[config.mk]
export PLATFORM = sky130hd
export DESIGN_NAME = timing_wheel_scheduler
export DESIGN_NICKNAME = d
export VERILOG_FILES = /design/src/hw/rtl/tws_pkg.sv /design/src/hw/rtl/tws_ram.sv /design/src/hw/rtl/tws_div.sv /design/src/hw/rtl/tws_ctrl.sv /design/src/hw/rtl/tws_dp.sv /design/src/hw/rtl/timing_wheel_scheduler.sv
export SDC_FILE = /design/constraint.sdc
export NUM_CORES = 2
export LEC_CHECK = 0
export BUFFER_PORTS_ARGS = -buffer_cell sky130_fd_sc_hd__buf_2
export CAP_MARGIN = 40
export CORE_AREA = 2 2 329 397
export DETAILED_ROUTE_END_ITERATION = 10
export DIE_AREA = 0 0 331 399
export GPL_TIMING_DRIVEN = 0
export PLACE_DENSITY_LB_ADDON = 0.1
export SLEW_MARGIN = 20
export SYNTH_ARGS = -nofsm -noshare
export SYNTH_HDL_FRONTEND = slang
export SYNTH_SLANG_ARGS = --single-unit
[constraint.sdc]
create_clock -name clk -period 12.9 [get_ports clk]
set_input_delay 0.645 -clock clk [delete_from_list [all_inputs] [get_ports clk]]
set_output_delay 0.645 -clock clk [all_outputs]
set_load 0.02 [all_outputs]
[src/hw/rtl/tws_pkg.sv]
package tws_pkg;

    localparam int DIVIDEND_W = 17;
    localparam int DIVISOR_W  = 16;
    localparam int SLOT_W     = 10;
    localparam int ROUND_W    = 22;
    localparam int TICKS_W    = 16;
    localparam int SIZE_W     = 11;
    localparam int ENTRY_W    = 1 + TICKS_W + SLOT_W + ROUND_W;

    localparam logic [SIZE_W-1:0] SIZE_MAX = 11'd1024;

    localparam logic [1:0] MODE_TICK    = 2'd0;
    localparam logic [1:0] MODE_REG     = 2'd1;
    localparam logic [1:0] MODE_RESTART = 2'd2;
    localparam logic [1:0] MODE_UNUSED  = 2'd3;

    localparam logic ADDR_TICK_PERIOD = 1'b0;
    localparam logic ADDR_SLOT_COUNT  = 1'b1;

    typedef enum logic [2:0] {
        KIND_FIRED      = 3'd0,
        KIND_REGISTERED = 3'd1,
        KIND_FULL       = 3'd2,
        KIND_TICK_DONE  = 3'd3,
        KIND_RESTARTED  = 3'd4
    } kind_t;

    typedef enum logic [3:0] {
        ST_IDLE,
        ST_ADV,
        ST_SCAN_RD,
        ST_SCAN_CHK,
        ST_FIRE,
        ST_RS_WAIT,
        ST_DONE,
        ST_FIND,
        ST_TDIV,
        ST_PSTART,
        ST_PDIV,
        ST_REMIT,
        ST_FULL,
        ST_RST,
        ST_RST_EMIT
    } state_t;

    typedef struct packed {
        logic                rep;
        logic [TICKS_W-1:0]  ticks;
        logic [SLOT_W-1:0]   slot;
        logic [ROUND_W-1:0]  round;
    } entry_t;

    typedef struct packed {
        logic  ld_in;
        logic  pos_adv;
        logic  pos_clr;
        logic  idx_clr;
        logic  idx_inc;
        logic  div_start;
        logic  div_sel;
        logic  ld_ticks_q;
        logic  ld_ticks_mem;
        logic  mem_we;
        logic  set_valid;
        logic  clr_valid;
        logic  emit;
        kind_t emit_kind;
        logic  emit_use_idx;
        logic  emit_last;
    } ctrl_cmd_t;

    typedef struct packed {
        logic div_busy;
        logic div_done;
        logic out_free;
        logic idx_last;
        logic cur_valid;
        logic match;
        logic rep;
    } dp_status_t;

endpackage

[src/hw/rtl/tws_ram.sv]
module tws_ram #(
    parameter int WIDTH = 8,
    parameter int DEPTH = 16
) (
    input  logic                     clk,
    input  logic                     we,
    input  logic [$clog2(DEPTH)-1:0] waddr,
    input  logic [WIDTH-1:0]         wdata,
    input  logic [$clog2(DEPTH)-1:0] raddr,
    output logic [WIDTH-1:0]         rdata
);

    logic [WIDTH-1:0] mem [DEPTH];
    logic [WIDTH-1:0] rdata_reg;

    always_ff @(posedge clk)
    begin
        if (we)
        begin
            mem[waddr] <= wdata;
        end
        rdata_reg <= mem[raddr];
    end

    assign rdata = rdata_reg;

endmodule

[src/hw/rtl/tws_div.sv]
module tws_div (
    input  logic                             clk,
    input  logic                             rst_n,
    input  logic                             start,
    input  logic [tws_pkg::DIVIDEND_W-1:0]   dividend,
    input  logic [tws_pkg::DIVISOR_W-1:0]    divisor,
    output logic                             busy,
    output logic                             done,
    output logic [tws_pkg::DIVIDEND_W-1:0]   quotient,
    output logic [tws_pkg::DIVISOR_W-1:0]    remainder
);

    localparam int CNT_W = $clog2(tws_pkg::DIVIDEND_W + 1);

    logic [tws_pkg::DIVIDEND_W-1:0] rem_reg, rem_next;
    logic [tws_pkg::DIVIDEND_W-1:0] quo_reg, quo_next;
    logic [tws_pkg::DIVISOR_W-1:0]  dvs_reg, dvs_next;
    logic [CNT_W-1:0]               cnt_reg, cnt_next;
    logic                           busy_reg, busy_next;
    logic                           done_reg, done_next;
    logic [tws_pkg::DIVIDEND_W-1:0] shifted;
    logic [tws_pkg::DIVIDEND_W-1:0] dvs_ext;

    assign shifted = {rem_reg[tws_pkg::DIVIDEND_W-2:0], quo_reg[tws_pkg::DIVIDEND_W-1]};
    assign dvs_ext = {{(tws_pkg::DIVIDEND_W - tws_pkg::DIVISOR_W){1'b0}}, dvs_reg};

    // one restoring step per cycle
    always_comb
    begin
        rem_next  = rem_reg;
        quo_next  = quo_reg;
        dvs_next  = dvs_reg;
        cnt_next  = cnt_reg;
        busy_next = busy_reg;
        done_next = 1'b0;
        if (start)
        begin
            rem_next  = '0;
            quo_next  = dividend;
            dvs_next  = divisor;
            cnt_next  = CNT_W'(tws_pkg::DIVIDEND_W);
            busy_next = 1'b1;
        end
        else if (busy_reg)
        begin
            if (shifted >= dvs_ext)
            begin
                rem_next = shifted - dvs_ext;
                quo_next = {quo_reg[tws_pkg::DIVIDEND_W-2:0], 1'b1};
            end
            else
            begin
                rem_next = shifted;
                quo_next = {quo_reg[tws_pkg::DIVIDEND_W-2:0], 1'b0};
            end
            cnt_next = cnt_reg - 1'b1;
            if (cnt_reg == CNT_W'(1))
            begin
                busy_next = 1'b0;
                done_next = 1'b1;
            end
        end
    end

    always_ff @(posedge clk or negedge rst_n)
    begin
        if (!rst_n)
        begin
            busy_reg <= 1'b0;
            done_reg <= 1'b0;
            cnt_reg  <= '0;
        end
        else
        begin
            busy_reg <= busy_next;
            done_reg <= done_next;
            cnt_reg  <= cnt_next;
        end
    end

    always_ff @(posedge clk)
    begin
        rem_reg <= rem_next;
        quo_reg <= quo_next;
        dvs_reg <= dvs_next;
    end

    assign busy      = busy_reg;
    assign done      = done_reg;
    assign quotient  = quo_reg;
    assign remainder = rem_reg[tws_pkg::DIVISOR_W-1:0];

endmodule

[src/hw/rtl/tws_ctrl.sv]
module tws_ctrl (
    input  logic                   clk,
    input  logic                   rst_n,
    input  logic                   in_valid,
    input  logic [1:0]             mode,
    output logic                   in_stall,
    input  tws_pkg::dp_status_t    status,
    output tws_pkg::ctrl_cmd_t     cmd
);

    tws_pkg::state_t state_reg, state_next;

    always_comb
    begin
        state_next = state_reg;
        case (state_reg)
            tws_pkg::ST_IDLE:
            begin
                if (in_valid)
                begin
                    case (mode)
                        tws_pkg::MODE_TICK:    state_next = tws_pkg::ST_ADV;
                        tws_pkg::MODE_REG:     state_next = tws_pkg::ST_FIND;
                        tws_pkg::MODE_RESTART: state_next = tws_pkg::ST_RST;
                        default:               state_next = tws_pkg::ST_IDLE;
                    endcase
                end
            end
            tws_pkg::ST_ADV:     state_next = tws_pkg::ST_SCAN_RD;
            tws_pkg::ST_SCAN_RD: state_next = tws_pkg::ST_SCAN_CHK;
            tws_pkg::ST_SCAN_CHK:
            begin
                if (status.match)
                    state_next = tws_pkg::ST_FIRE;
                else if (status.idx_last)
                    state_next = tws_pkg::ST_DONE;
                else
                    state_next = tws_pkg::ST_SCAN_RD;
            end
            tws_pkg::ST_FIRE:
            begin
                if (status.out_free)
                begin
                    if (status.rep)
                        state_next = tws_pkg::ST_RS_WAIT;
                    else if (status.idx_last)
                        state_next = tws_pkg::ST_DONE;
                    else
                        state_next = tws_pkg::ST_SCAN_RD;
                end
            end
            tws_pkg::ST_RS_WAIT:
            begin
                if (status.div_done)
                    state_next = status.idx_last ? tws_pkg::ST_DONE : tws_pkg::ST_SCAN_RD;
            end
            tws_pkg::ST_DONE:
            begin
                if (status.out_free)
                    state_next = tws_pkg::ST_IDLE;
            end
            tws_pkg::ST_FIND:
            begin
                if (!status.cur_valid)
                    state_next = tws_pkg::ST_TDIV;
                else if (status.idx_last)
                    state_next = tws_pkg::ST_FULL;
            end
            tws_pkg::ST_TDIV:
            begin
                if (status.div_done)
                    state_next = tws_pkg::ST_PSTART;
            end
            tws_pkg::ST_PSTART: state_next = tws_pkg::ST_PDIV;
            tws_pkg::ST_PDIV:
            begin
                if (status.div_done)
                    state_next = tws_pkg::ST_REMIT;
            end
            tws_pkg::ST_REMIT, tws_pkg::ST_FULL, tws_pkg::ST_RST_EMIT:
            begin
                if (status.out_free)
                    state_next = tws_pkg::ST_IDLE;
            end
            tws_pkg::ST_RST: state_next = tws_pkg::ST_RST_EMIT;
            default:         state_next = tws_pkg::ST_IDLE;
        endcase
    end

    always_comb
    begin
        cmd           = '0;
        cmd.emit_kind = tws_pkg::KIND_FIRED;
        in_stall      = 1'b1;
        case (state_reg)
            tws_pkg::ST_IDLE:
            begin
                in_stall    = 1'b0;
                cmd.ld_in   = in_valid;
                cmd.idx_clr = in_valid;
            end
            tws_pkg::ST_ADV: cmd.pos_adv = 1'b1;
            tws_pkg::ST_SCAN_CHK:
            begin
                cmd.ld_ticks_mem = status.match;
                cmd.idx_inc      = !status.match && !status.idx_last;
            end
            tws_pkg::ST_FIRE:
            begin
                if (status.out_free)
                begin
                    cmd.emit         = 1'b1;
                    cmd.emit_kind    = tws_pkg::KIND_FIRED;
                    cmd.emit_use_idx = 1'b1;
                    cmd.div_start    = status.rep;
                    cmd.div_sel      = 1'b1;
                    cmd.clr_valid    = !status.rep;
                    cmd.idx_inc      = !status.rep && !status.idx_last;
                end
            end
            tws_pkg::ST_RS_WAIT:
            begin
                cmd.mem_we  = status.div_done;
                cmd.idx_inc = status.div_done && !status.idx_last;
            end
            tws_pkg::ST_DONE:
            begin
                cmd.emit      = status.out_free;
                cmd.emit_kind = tws_pkg::KIND_TICK_DONE;
                cmd.emit_last = 1'b1;
            end
            tws_pkg::ST_FIND:
            begin
                cmd.div_start = !status.cur_valid;
                cmd.idx_inc   = status.cur_valid && !status.idx_last;
            end
            tws_pkg::ST_TDIV: cmd.ld_ticks_q = status.div_done;
            tws_pkg::ST_PSTART:
            begin
                cmd.div_start = 1'b1;
                cmd.div_sel   = 1'b1;
            end
            tws_pkg::ST_PDIV:
            begin
                cmd.mem_we    = status.div_done;
                cmd.set_valid = status.div_done;
            end
            tws_pkg::ST_REMIT:
            begin
                cmd.emit         = status.out_free;
                cmd.emit_kind    = tws_pkg::KIND_REGISTERED;
                cmd.emit_use_idx = 1'b1;
                cmd.emit_last    = 1'b1;
            end
            tws_pkg::ST_FULL:
            begin
                cmd.emit      = status.out_free;
                cmd.emit_kind = tws_pkg::KIND_FULL;
                cmd.emit_last = 1'b1;
            end
            tws_pkg::ST_RST: cmd.pos_clr = 1'b1;
            tws_pkg::ST_RST_EMIT:
            begin
                cmd.emit      = status.out_free;
                cmd.emit_kind = tws_pkg::KIND_RESTARTED;
                cmd.emit_last = 1'b1;
            end
            default: cmd = '0;
        endcase
    end

    always_ff @(posedge clk or negedge rst_n)
    begin
        if (!rst_n)
            state_reg <= tws_pkg::ST_IDLE;
        else
            state_reg <= state_next;
    end

`ifndef ASSERT_OFF
    a_emit_free: assert property (@(posedge clk) disable iff (!rst_n)
        cmd.emit |-> status.out_free)
        else $error("emit while output register is occupied");
    a_div_idle: assert property (@(posedge clk) disable iff (!rst_n)
        cmd.div_start |-> !status.div_busy)
        else $error("divider started while busy");
    a_we_done: assert property (@(posedge clk) disable iff (!rst_n)
        cmd.mem_we |-> status.div_done)
        else $error("entry written without a finished divide");
    a_accept_idle: assert property (@(posedge clk) disable iff (!rst_n)
        !in_stall |-> state_reg == tws_pkg::ST_IDLE)
        else $error("input taken outside idle");
`endif

endmodule

[src/hw/rtl/tws_dp.sv]
module tws_dp #(
    parameter int NUM_TIMERS = 16
) (
    input  logic                   clk,
    input  logic                   rst_n,
    input  logic                   psel,
    input  logic                   penable,
    input  logic                   pwrite,
    input  logic [2:0]             paddr,
    input  logic [31:0]            pwdata,
    output logic [31:0]            prdata,
    input  logic [15:0]            interval,
    input  logic                   recurring,
    output logic                   out_valid,
    input  logic                   out_stall,
    output logic [2:0]             kind,
    output logic [3:0]             timer_id,
    output logic [31:0]            abs_slot,
    output logic                   last,
    input  tws_pkg::ctrl_cmd_t     cmd,
    output tws_pkg::dp_status_t    status
);

    localparam int IW = $clog2(NUM_TIMERS);

    logic [15:0]                   tick_period_reg;
    logic [tws_pkg::SIZE_W-1:0]    slot_count_reg;
    logic [tws_pkg::SLOT_W-1:0]    slot_reg;
    logic [tws_pkg::ROUND_W-1:0]   round_reg;
    logic [NUM_TIMERS-1:0]         valid_reg;
    logic [IW-1:0]                 idx_reg;
    logic [15:0]                   interval_reg;
    logic                          rec_reg;
    logic [tws_pkg::TICKS_W-1:0]   ticks_reg;
    logic                          out_valid_reg;
    logic [2:0]                    kind_reg;
    logic [3:0]                    id_reg;
    logic [31:0]                   abs_reg;
    logic                          last_reg;

    logic [tws_pkg::SIZE_W-1:0]    size;
    logic [15:0]                   tp_eff;
    logic [tws_pkg::SIZE_W-1:0]    slot_inc;
    logic [32:0]                   prod;
    logic [31:0]                   abs_now;
    logic                          cfg_we;
    logic                          out_free;

    logic [tws_pkg::DIVIDEND_W-1:0] div_dividend;
    logic [tws_pkg::DIVISOR_W-1:0]  div_divisor;
    logic                           div_busy;
    logic                           div_done;
    logic [tws_pkg::DIVIDEND_W-1:0] div_q;
    logic [tws_pkg::DIVISOR_W-1:0]  div_r;

    tws_pkg::entry_t               rd_entry;
    tws_pkg::entry_t               wr_entry;
    logic [tws_pkg::ENTRY_W-1:0]   rd_bits;
    logic [IW+3:0]                 id_wide;

    // clamp the configuration to its usable range
    assign size = (slot_count_reg == '0) ? tws_pkg::SIZE_W'(1) :
                  (slot_count_reg > tws_pkg::SIZE_MAX) ? tws_pkg::SIZE_MAX : slot_count_reg;
    assign tp_eff = (tick_period_reg == '0) ? 16'd1 : tick_period_reg;

    assign prod    = 33'(round_reg) * 33'(size);
    assign abs_now = prod[31:0] + {{(32 - tws_pkg::SLOT_W){1'b0}}, slot_reg};

    assign slot_inc = {1'b0, slot_reg} + tws_pkg::SIZE_W'(1);

    assign cfg_we = psel && penable && pwrite;
    always_comb
    begin
        case (paddr[2])
            tws_pkg::ADDR_TICK_PERIOD: prdata = {16'd0, tick_period_reg};
            tws_pkg::ADDR_SLOT_COUNT:  prdata = {21'd0, slot_count_reg};
            default:                   prdata = '0;
        endcase
    end

    // divide interval by tick period, or slot offset by wheel size
    assign div_dividend = cmd.div_sel ?
        (tws_pkg::DIVIDEND_W'(slot_reg) + tws_pkg::DIVIDEND_W'(ticks_reg)) :
        {1'b0, interval_reg};
    assign div_divisor = cmd.div_sel ? tws_pkg::DIVISOR_W'(size) : tp_eff;

    tws_div u_div (
        .clk       (clk),
        .rst_n     (rst_n),
        .start     (cmd.div_start),
        .dividend  (div_dividend),
        .divisor   (div_divisor),
        .busy      (div_busy),
        .done      (div_done),
        .quotient  (div_q),
        .remainder (div_r)
    );

    assign wr_entry.rep   = rec_reg;
    assign wr_entry.ticks = ticks_reg;
    assign wr_entry.slot  = div_r[tws_pkg::SLOT_W-1:0];
    assign wr_entry.round = round_reg + tws_pkg::ROUND_W'(div_q);

    tws_ram #(
        .WIDTH (tws_pkg::ENTRY_W),
        .DEPTH (NUM_TIMERS)
    ) u_ram (
        .clk   (clk),
        .we    (cmd.mem_we),
        .waddr (idx_reg),
        .wdata (wr_entry),
        .raddr (idx_reg),
        .rdata (rd_bits)
    );
    assign rd_entry = rd_bits;

    assign out_free = !out_valid_reg || !out_stall;
    assign id_wide  = {4'd0, idx_reg};

    assign status.div_busy  = div_busy;
    assign status.div_done  = div_done;
    assign status.out_free  = out_free;
    assign status.idx_last  = (idx_reg == IW'(NUM_TIMERS - 1));
    assign status.cur_valid = valid_reg[idx_reg];
    assign status.match     = valid_reg[idx_reg] && (rd_entry.slot == slot_reg) &&
                              (rd_entry.round == round_reg);
    assign status.rep       = rec_reg;

    always_ff @(posedge clk or negedge rst_n)
    begin
        if (!rst_n)
        begin
            tick_period_reg <= 16'd1;
            slot_count_reg  <= tws_pkg::SIZE_W'(16);
            slot_reg        <= '0;
            round_reg       <= '0;
            valid_reg       <= '0;
            idx_reg         <= '0;
            out_valid_reg   <= 1'b0;
        end
        else
        begin
            if (cfg_we)
            begin
                case (paddr[2])
                    tws_pkg::ADDR_TICK_PERIOD: tick_period_reg <= pwdata[15:0];
                    tws_pkg::ADDR_SLOT_COUNT:  slot_count_reg  <= pwdata[tws_pkg::SIZE_W-1:0];
                    default:                   tick_period_reg <= tick_period_reg;
                endcase
            end
            if (cmd.pos_clr)
            begin
                slot_reg  <= '0;
                round_reg <= '0;
            end
            else if (cmd.pos_adv)
            begin
                if (slot_inc >= size)
                begin
                    slot_reg  <= '0;
                    round_reg <= round_reg + 1'b1;
                end
                else
                begin
                    slot_reg <= slot_inc[tws_pkg::SLOT_W-1:0];
                end
            end
            if (cmd.set_valid)
                valid_reg[idx_reg] <= 1'b1;
            else if (cmd.clr_valid)
                valid_reg[idx_reg] <= 1'b0;
            if (cmd.idx_clr)
                idx_reg <= '0;
            else if (cmd.idx_inc)
                idx_reg <= idx_reg + 1'b1;
            if (cmd.emit)
                out_valid_reg <= 1'b1;
            else if (!out_stall)
                out_valid_reg <= 1'b0;
        end
    end

    always_ff @(posedge clk)
    begin
        if (cmd.ld_in)
        begin
            interval_reg <= interval;
            rec_reg      <= recurring;
        end
        else if (cmd.ld_ticks_mem)
        begin
            rec_reg <= rd_entry.rep;
        end
        if (cmd.ld_ticks_mem)
            ticks_reg <= rd_entry.ticks;
        else if (cmd.ld_ticks_q)
            ticks_reg <= (div_q[15:0] == '0) ? 16'd1 : div_q[15:0];
        if (cmd.emit)
        begin
            kind_reg <= cmd.emit_kind;
            id_reg   <= cmd.emit_use_idx ? id_wide[3:0] : 4'd0;
            abs_reg  <= abs_now;
            last_reg <= cmd.emit_last;
        end
    end

    assign out_valid = out_valid_reg;
    assign kind      = kind_reg;
    assign timer_id  = id_reg;
    assign abs_slot  = abs_reg;
    assign last      = last_reg;

endmodule

[src/hw/rtl/timing_wheel_scheduler.sv]
// Hashed timing wheel with rounds over a table of NUM_TIMERS timer entries.
// Input channel (in_valid/in_stall) carries mode, interval and recurring; a
// beat is taken only while the block is idle. Output channel (out_valid/
// out_stall) carries kind, timer_id, abs_slot and last; last marks the final
// beat caused by one input beat.
// Register beat: scan valid bits for a free entry (one entry a cycle),
// divide interval by tick_period in the shared restoring divider, place the
// entry by a second divide by the wheel size and return one beat, or a full
// beat if no entry is free.
// Tick beat: advance the wheel, then scan the entry RAM entry by entry
// (registered read, then compare). A one-shot fire returns a beat and clears
// the entry; a recurring fire returns a beat and re-places it by a divide.
// Restart clears the wheel position; mode 3 is taken and dropped.
// Results sit in one output register; a stalled receiver holds the current
// beat and the sequencer waits for it before writing the next one.
// Reset clears the valid bits, the wheel position and the configuration
// (tick_period 1, slot_count 16); entry contents stay undefined until written.
// Configuration is an APB port, tick_period at 0x0 and slot_count at 0x4.
module timing_wheel_scheduler #(
    parameter int NUM_TIMERS = 16
) (
    input  logic        clk,
    input  logic        rst_n,
    input  logic        psel,
    input  logic        penable,
    input  logic        pwrite,
    input  logic [2:0]  paddr,
    input  logic [31:0] pwdata,
    output logic [31:0] prdata,
    output logic        pready,
    input  logic        in_valid,
    output logic        in_stall,
    input  logic [1:0]  mode,
    input  logic [15:0] interval,
    input  logic        recurring,
    output logic        out_valid,
    input  logic        out_stall,
    output logic [2:0]  kind,
    output logic [3:0]  timer_id,
    output logic [31:0] abs_slot,
    output logic        last
);

    tws_pkg::ctrl_cmd_t  cmd;
    tws_pkg::dp_status_t status;

    // writes always complete in the access cycle
    assign pready = 1'b1;

    // sequencer: owns the scan order and the handshake on the input side
    tws_ctrl u_ctrl (
        .clk      (clk),
        .rst_n    (rst_n),
        .in_valid (in_valid),
        .mode     (mode),
        .in_stall (in_stall),
        .status   (status),
        .cmd      (cmd)
    );

    // datapath: wheel position, entry table, divider and output register
    tws_dp #(
        .NUM_TIMERS (NUM_TIMERS)
    ) u_dp (
        .clk       (clk),
        .rst_n     (rst_n),
        .psel      (psel),
        .penable   (penable),
        .pwrite    (pwrite),
        .paddr     (paddr),
        .pwdata    (pwdata),
        .prdata    (prdata),
        .interval  (interval),
        .recurring (recurring),
        .out_valid (out_valid),
        .out_stall (out_stall),
        .kind      (kind),
        .timer_id  (timer_id),
        .abs_slot  (abs_slot),
        .last      (last),
        .cmd       (cmd),
        .status    (status)
    );

endmodule
# Word level (Yosys, flattened, before mapping)
# Memories as Yosys holds them, arrays and structs flattened. A register that Yosys moved wholly into a read port is not among the register bits.
# Index checks and enable logic that the tools add are counted.
[op_classes]
bitwise_logic = 4
n_mux = 71
mul = 1
add_sub_neg = 8
order_cmp = 5
reduce_logical = 35
eq_ne = 28
[op_table]
columns = ["op", "n"]
rows = [
  ["2-to-1 mux 16 bit", 6],
  ["2-to-1 mux 22 bit", 3],
  ["one-hot mux 32 bit (2 select lines)", 1],
  ["2-to-1 mux 17 bit", 3],
  ["2-to-1 mux 4 bit", 12],
  ["one-hot mux 4 bit (12 select lines)", 1],
  ["2-to-1 mux 11 bit", 4],
  ["adder 32 x 10 -> 32 bit", 1],
  ["equality test 4 bit (second input constant)", 8],
  ["zero test 16 bit", 2],
  ["multiplier 22 x 11 -> 32 bit", 1],
  ["2-to-1 mux 10 bit", 3],
  ["2-to-1 mux 1 bit", 25],
  ["adder 22 x 1 -> 22 bit (second input constant)", 1],
  ["adder 22 x 17 -> 22 bit", 1],
  ["equality test 22 bit", 1],
  ["one-hot mux 4 bit (5 select lines)", 1],
  ["adder 10 x 16 -> 17 bit", 1],
  [">= comparator 17 x 16 -> 1 bit", 1],
  ["AND 16 bit", 1],
  ["equality test 4 x 3 -> 1 bit (second input constant)", 4],
  ["inverter 16 bit", 1],
  ["bitwise OR 16 bit", 1],
  ["subtractor 16 bit", 1],
  ["37 further kinds", 68],
]
[word_totals]
wordCells = 175
ramBits = 784
mem_count = 1
input_bits = 61
register_bits = 213
output_inout_bits = 75
[mem_list]
columns = ["name", "words", "width", "rd", "rd_ports_with_merged_regs", "wr", "line", "source"]
rows = [
  ["u_dp.u_ram.mem", 16, 49, 1, 1, 1, "tws_ram.sv:13", "logic [WIDTH-1:0] mem [DEPTH];"],
]

# Logic depth before layout (Yosys ltp)
[logic_depth]
depth_word = 9
ltp_mapped = 24
depth_no_buf = 22

# Modules after synthesis
# A second synthesis with hierarchy kept.
[hier_totals]
cells_unflattened = 3460
area_unflattened_um2 = 51379.3
[by_module_without_submodules]
columns = ["mod", "cells_each", "area_per_inst_um2", "instances", "seq_area_each_um2"]
rows = [
  ["tws_ram", 1268, 30336.6, 1, 24523.5],
  ["tws_dp", 1798, 17156.5, 1, 4196.5],
  ["tws_div", 285, 3131.8, 1, 1486.4],
  ["tws_ctrl", 107, 743.2, 1, 100.1],
  ["timing_wheel_scheduler", 2, 11.3, 1, 0.0],
]

# Worst setup path before layout
# OpenSTA, ideal clock, no wires.
[synth_timing]
kind = "register to register"
from = "register u_dp.slot_count_reg[10] (netlist bit)"
to = "register u_dp.abs_reg[30], in the netlist u_dp.abs_slot[30], data pin"
arrival_time_ps = 5862
path_slack_ps = 6781
path_stages_with_launch = 24
required_time_ps = 12642
n_path_buf = 4
setup_ps = 258
synth_period_minus_slack_ps = 6119
path_cell_list = "dfrtp_1 clkbuf_1 clkbuf_1 nor2b_1 clkbuf_1 nand2_1 fa_1 fa_1 inv_1 fa_1 fa_1 inv_1 fa_1 inv_1 ha_1 clkbuf_1 a21oi_1 o21ai_0 a22oi_1 a21bo_2 a31o_2 a311o_1 o221a_2 xnor2_1"
[synth_between]
elab_chain_len = 5
word_cells_on_any_way = 6
classes_between = "1 x add/sub; 1 x mul; 1 x order compare; 2 x mux; 1 x reduce/logical"
[synth_lines]
columns = ["item", "line", "source"]
rows = [
  ["from (decl)", "tws_dp.sv:27", "logic [tws_pkg::SIZE_W-1:0] slot_count_reg;"],
  ["from (signal assigned)", "tws_dp.sv:134", "slot_count_reg <= tws_pkg::SIZE_W'(16);"],
  ["from (signal assigned)", "tws_dp.sv:147", "tws_pkg::ADDR_SLOT_COUNT: slot_count_reg <= pwdata[tws_pkg::SIZE_W-1:0];"],
  ["> comparator 11 bit", "tws_dp.sv:63", "(slot_count_reg > tws_pkg::SIZE_MAX) ? tws_pkg::SIZE_MAX : slot_count_reg;"],
  ["2-to-1 mux 11 bit", "tws_dp.sv:63", ""],
  ["2-to-1 mux 11 bit (*)", "tws_dp.sv:62", "assign size = (slot_count_reg == '0) ? tws_pkg::SIZE_W'(1) :"],
  ["multiplier 22 x 11 -> 32 bit (*)", "tws_dp.sv:66", "assign prod = 33'(round_reg) * 33'(size);"],
  ["adder 32 x 10 -> 32 bit (*)", "tws_dp.sv:67", "assign abs_now = prod[31:0] + {{(32 - tws_pkg::SLOT_W){1'b0}}, slot_reg};"],
  ["named net u_dp.abs_now[30]", "tws_dp.sv:45", "logic [31:0] abs_now;"],
  ["to (signal assigned)", "tws_dp.sv:202", "abs_reg <= abs_now;"],
  ["to (decl)", "tws_dp.sv:38", "logic [31:0] abs_reg;"],
]
# Mark *: on every way through the listed nets, which the timed path passes. The rest lies on a longest branch.
# A chain may end at the register's enable or synchronous reset.

# Worst setup path in the final report
[layout_timing]
from = "register u_dp.slot_count_reg[10] (netlist bit)"
to = "register u_dp.abs_reg[31], in the netlist u_dp.abs_slot[31], data pin"
# Same word-level chain as after synthesis.

==> impl_metrics.yaml <==
synthesis:
  synth_edf_count: 890
  synthTopCellsByArea: "edfxtp_1, mux4_2, fa_1, dfrtp_1, ha_1"
  synth_cell_types: 74
  syn-cell-area_mm2: 0.0510
  postSynthCellCount: 3380
  ys_seq_area_share_pct: 59.4
  yosys_register_bits: 1046
  synth_flop_cell: "edfxtp_1"
  yosys_warnings: 0
  synth_top_area_cell: "edfxtp_1"
  ys_async_sr_fraction_pct: 8.70
  synth_top_area_share_pct: 52.4
  syn_area_per_cell_um2: 15.1
setup_path:
  cp.arrival_ns: 8.74
  rr_startpoint: "u_dp.slot_count_reg[10]"
  rr_worst_depth: 24
  required_ns: 13.37
  worstPathCellList: "clkbuf_1, clkbuf_1, nor2b_1, buf_4, clkbuf_1, nand2_1, fa_1, fa_1, inv_1, fa_1, fa_1, inv_1, fa_1, inv_1, ha_1, clkbuf_1, and4_1, nor4b_1, o31ai_1, a31oi_1, a211oi_1, o31ai_1, a21oi_1, xnor2_1"
  cp_common_cell: "fa_1"
  critPathSlowestCell: "a31oi_1"
  max_stage_delay_ns: 0.71
  r2r-end: "u_dp.abs_slot[31]"
  cp-end-kind: "flip-flop"
  crit_family: "adder cells"
  cp_max_fo: 10
  critPathBufInv: 8
  crit_type: "reg2reg"
  cp-start-kind: "flip-flop"
  r2r_slack_ns: 4.63
power_and_ir_drop:
  ir_worst_vdd_mv: 0.121
  p_per_area_mw_per_mm2: 187
  leakage_nw: 21.5
clock_network:
  numCtsBuffers: 107
  clkSinkCount: 1046
  cts_max_level: 3
  clk_latency_ns: 0.73
  cts_tree: "built"
  clock_path_buffers: 3
  clk_pin_slew_ns: 0.06
  cts_root_buf: "clkbuf_16"
grt:
  overflow: 0
  grt_max_degree: 64
  grt_antenna_before_repair: 0
  grt_use_total_pct: 22.1
  grt_pass1_wl_mm: 210
  grt_pass1_vias: 31000
routing:
  totalWireLength_mm: 144
  vias: 29500
  viasPerCell: 5.36
  dr.pass1.iters: 7
  dr.first_iter.drc_count: 2108
  wl_per_cell_um: 26.1
  postRouteAntennaNets: 0
  post-route-drc-count: 0
sta:
  tns_ns: 0
  period_minus_slack_ns: 8.27
  rsz0062_at_grt: "no"
  setup_viol: 0
  timing.final.crit_share_pct: 64.1
  fin_skew_ns: 0.0263
  drv_slew: 0
  worst_pin_slew_ns: 0.877
  hold_viol: 0
  relSlewSlack_pct: 41.5
  fmax_mhz: 121
floorplanning:
  num_rows: 144
  die-height_um: 399
  core_mm2: 0.128
  initial_utilization_pct: 39.9
  ios: 136
  die_w_um: 331
  die_area_mm2: 0.132
layout:
  area_delta_synth_final_pct: 16.6
  nNetsFinal: 4116
  nFillCells: 11300
  final_util_pct: 46.5
  layout_commonest_cell: "edfxtp_1"
  final_cell_mix: "edfxtp_1, inv_1, mux4_2, nand2_1, fa_1"
  final_layout_size_suffix_gt1_share_pct: 20.3
  final_cell_area_mm2: 0.0594
  largest_register_ff_count: 784
placed_design:
  portBuffers: 99
  dpl_cell_area_mm2: 0.0557
  place.gp.congestion: 0.918
  place_hpwl_mm: 109
run_status:
  status: "completed"
hold_path:
  hp-start: "interval[4]"
  holdCritPathClass: "in2reg"
  hold_path_end: "u_dp.interval_reg[4]"
  whs_path_depth: 1
job:
  maxCapViolations: 0
[how the worst max path moves through the flow]
stage                            startpoint                 to  slack [ns]  cells after the start
floorplan           u_dp.slot_count_reg[10]  u_dp.abs_slot[30]        6.78                     23
global placement    u_dp.slot_count_reg[10]  u_dp.abs_slot[31]        4.44                     23
detailed placement  u_dp.slot_count_reg[10]  u_dp.abs_slot[31]        4.58                     24
CTS                 u_dp.slot_count_reg[10]  u_dp.abs_slot[31]        4.55                     24
global route        u_dp.slot_count_reg[10]  u_dp.abs_slot[31]        4.31                     24
finish              u_dp.slot_count_reg[10]  u_dp.abs_slot[31]        4.63                     24
[cell type report]
type	instances	area [um2]	share of cell area, %
multi-input cells	1858	19100	32.1
inverters	308	1160	1.94
well taps	1679	2100	3.53
clock buffers	144	2930	4.93
plain buffers	183	781	1.31
clock inverters	58	637	1.07
repair buffers	215	2430	4.09
diodes	1	2.50	0.00421
flip-flops and latches	1046	30300	51.0
[per-stage QoR]
step / setup WS (ns) / hold WS [ns] / std cells / total power, mW
2_1_floorplan: 6.78 / 0.349 / 3395 / 6.58
3_3_place_gp: 4.44 / 0.481 / 5173 / 7.79
3_5_place_dp: 4.58 / 0.483 / 5274 / 7.99
4_1_cts: 4.55 / 0.0380 / 5477 / 11.2
5_1_grt: 4.31 / 0.0706 / 5491 / 11.6
6_report: 4.63 / 0.0986 / 5492 / 11.1
[what timing repair did]
| item | in CTS | in global routing |
|---|---|---|
| resized for setup | 0 | 0 |
| endpoints found under the hold margin | 28 | 0 |
| hold buffers | 1 | 0 |
| setup buffers | 0 | 0 |
[layer usage]
layer	share of wire (%)	global-route usage [%]	vias to the layer above
li1	-	-	13100
met1	39	26.1	15400
met2	53	40.6	700
met3	3.8	2.54	232
met4	4.2	9.27	0
met5	0	0	-
[report_power, final]
group / internal, mW / total, mW / switching [mW]
Clock: 1.83 / 3.18 / 1.34
Combinational: 1.39 / 3.31 / 1.92
Sequential: 4.23 / 4.60 / 0.371
Total: 7.46 / 11.1 / 3.63
[synth_stat cells, types with 5 or more instances]
cell type,number
buf_4,19
a31oi_1,25
nand3_1,61
inv_1,306
nor4_1,14
a21o_1,30
buf_2,6
and3_1,27
or3_1,14
fa_1,191
nand2_1,248
xnor2_1,85
o21ai_0,124
ha_1,145
a21oi_1,80
edfxtp_1,890
nor2_1,103
or4_1,9
a41oi_1,5
mux4_2,250
o21bai_1,9
dfxtp_1,65
o211ai_1,6
dfrtp_1,89
nand2b_1,20
a211oi_1,12
xor2_1,24
o31ai_1,15
buf_1,26
nand4_1,22
and2_1,108
mux2_2,55
o21a_1,14
clkbuf_1,132
nor2b_1,35
mux2i_1,13
nor3_1,34
[logic make-up (layout without fill, tap and decap cells)]
family                   Yosys count  after routing  share of synthesized area (%)
buffers and inverters            491            908                           3.77
flip-flops                      1046           1046                           59.4
multiplexers                     318            318                           12.5
XOR/XNOR                         109            109                           1.87
AO/OA/AOI/OAI                    363            363                           4.41
AND/OR/NAND/NOR                  715            715                           6.92
adder cells (fa/ha/maj)          336            336                           11.1
other                              2             18                         0.0147
Power figures use the tool's default switching activity.
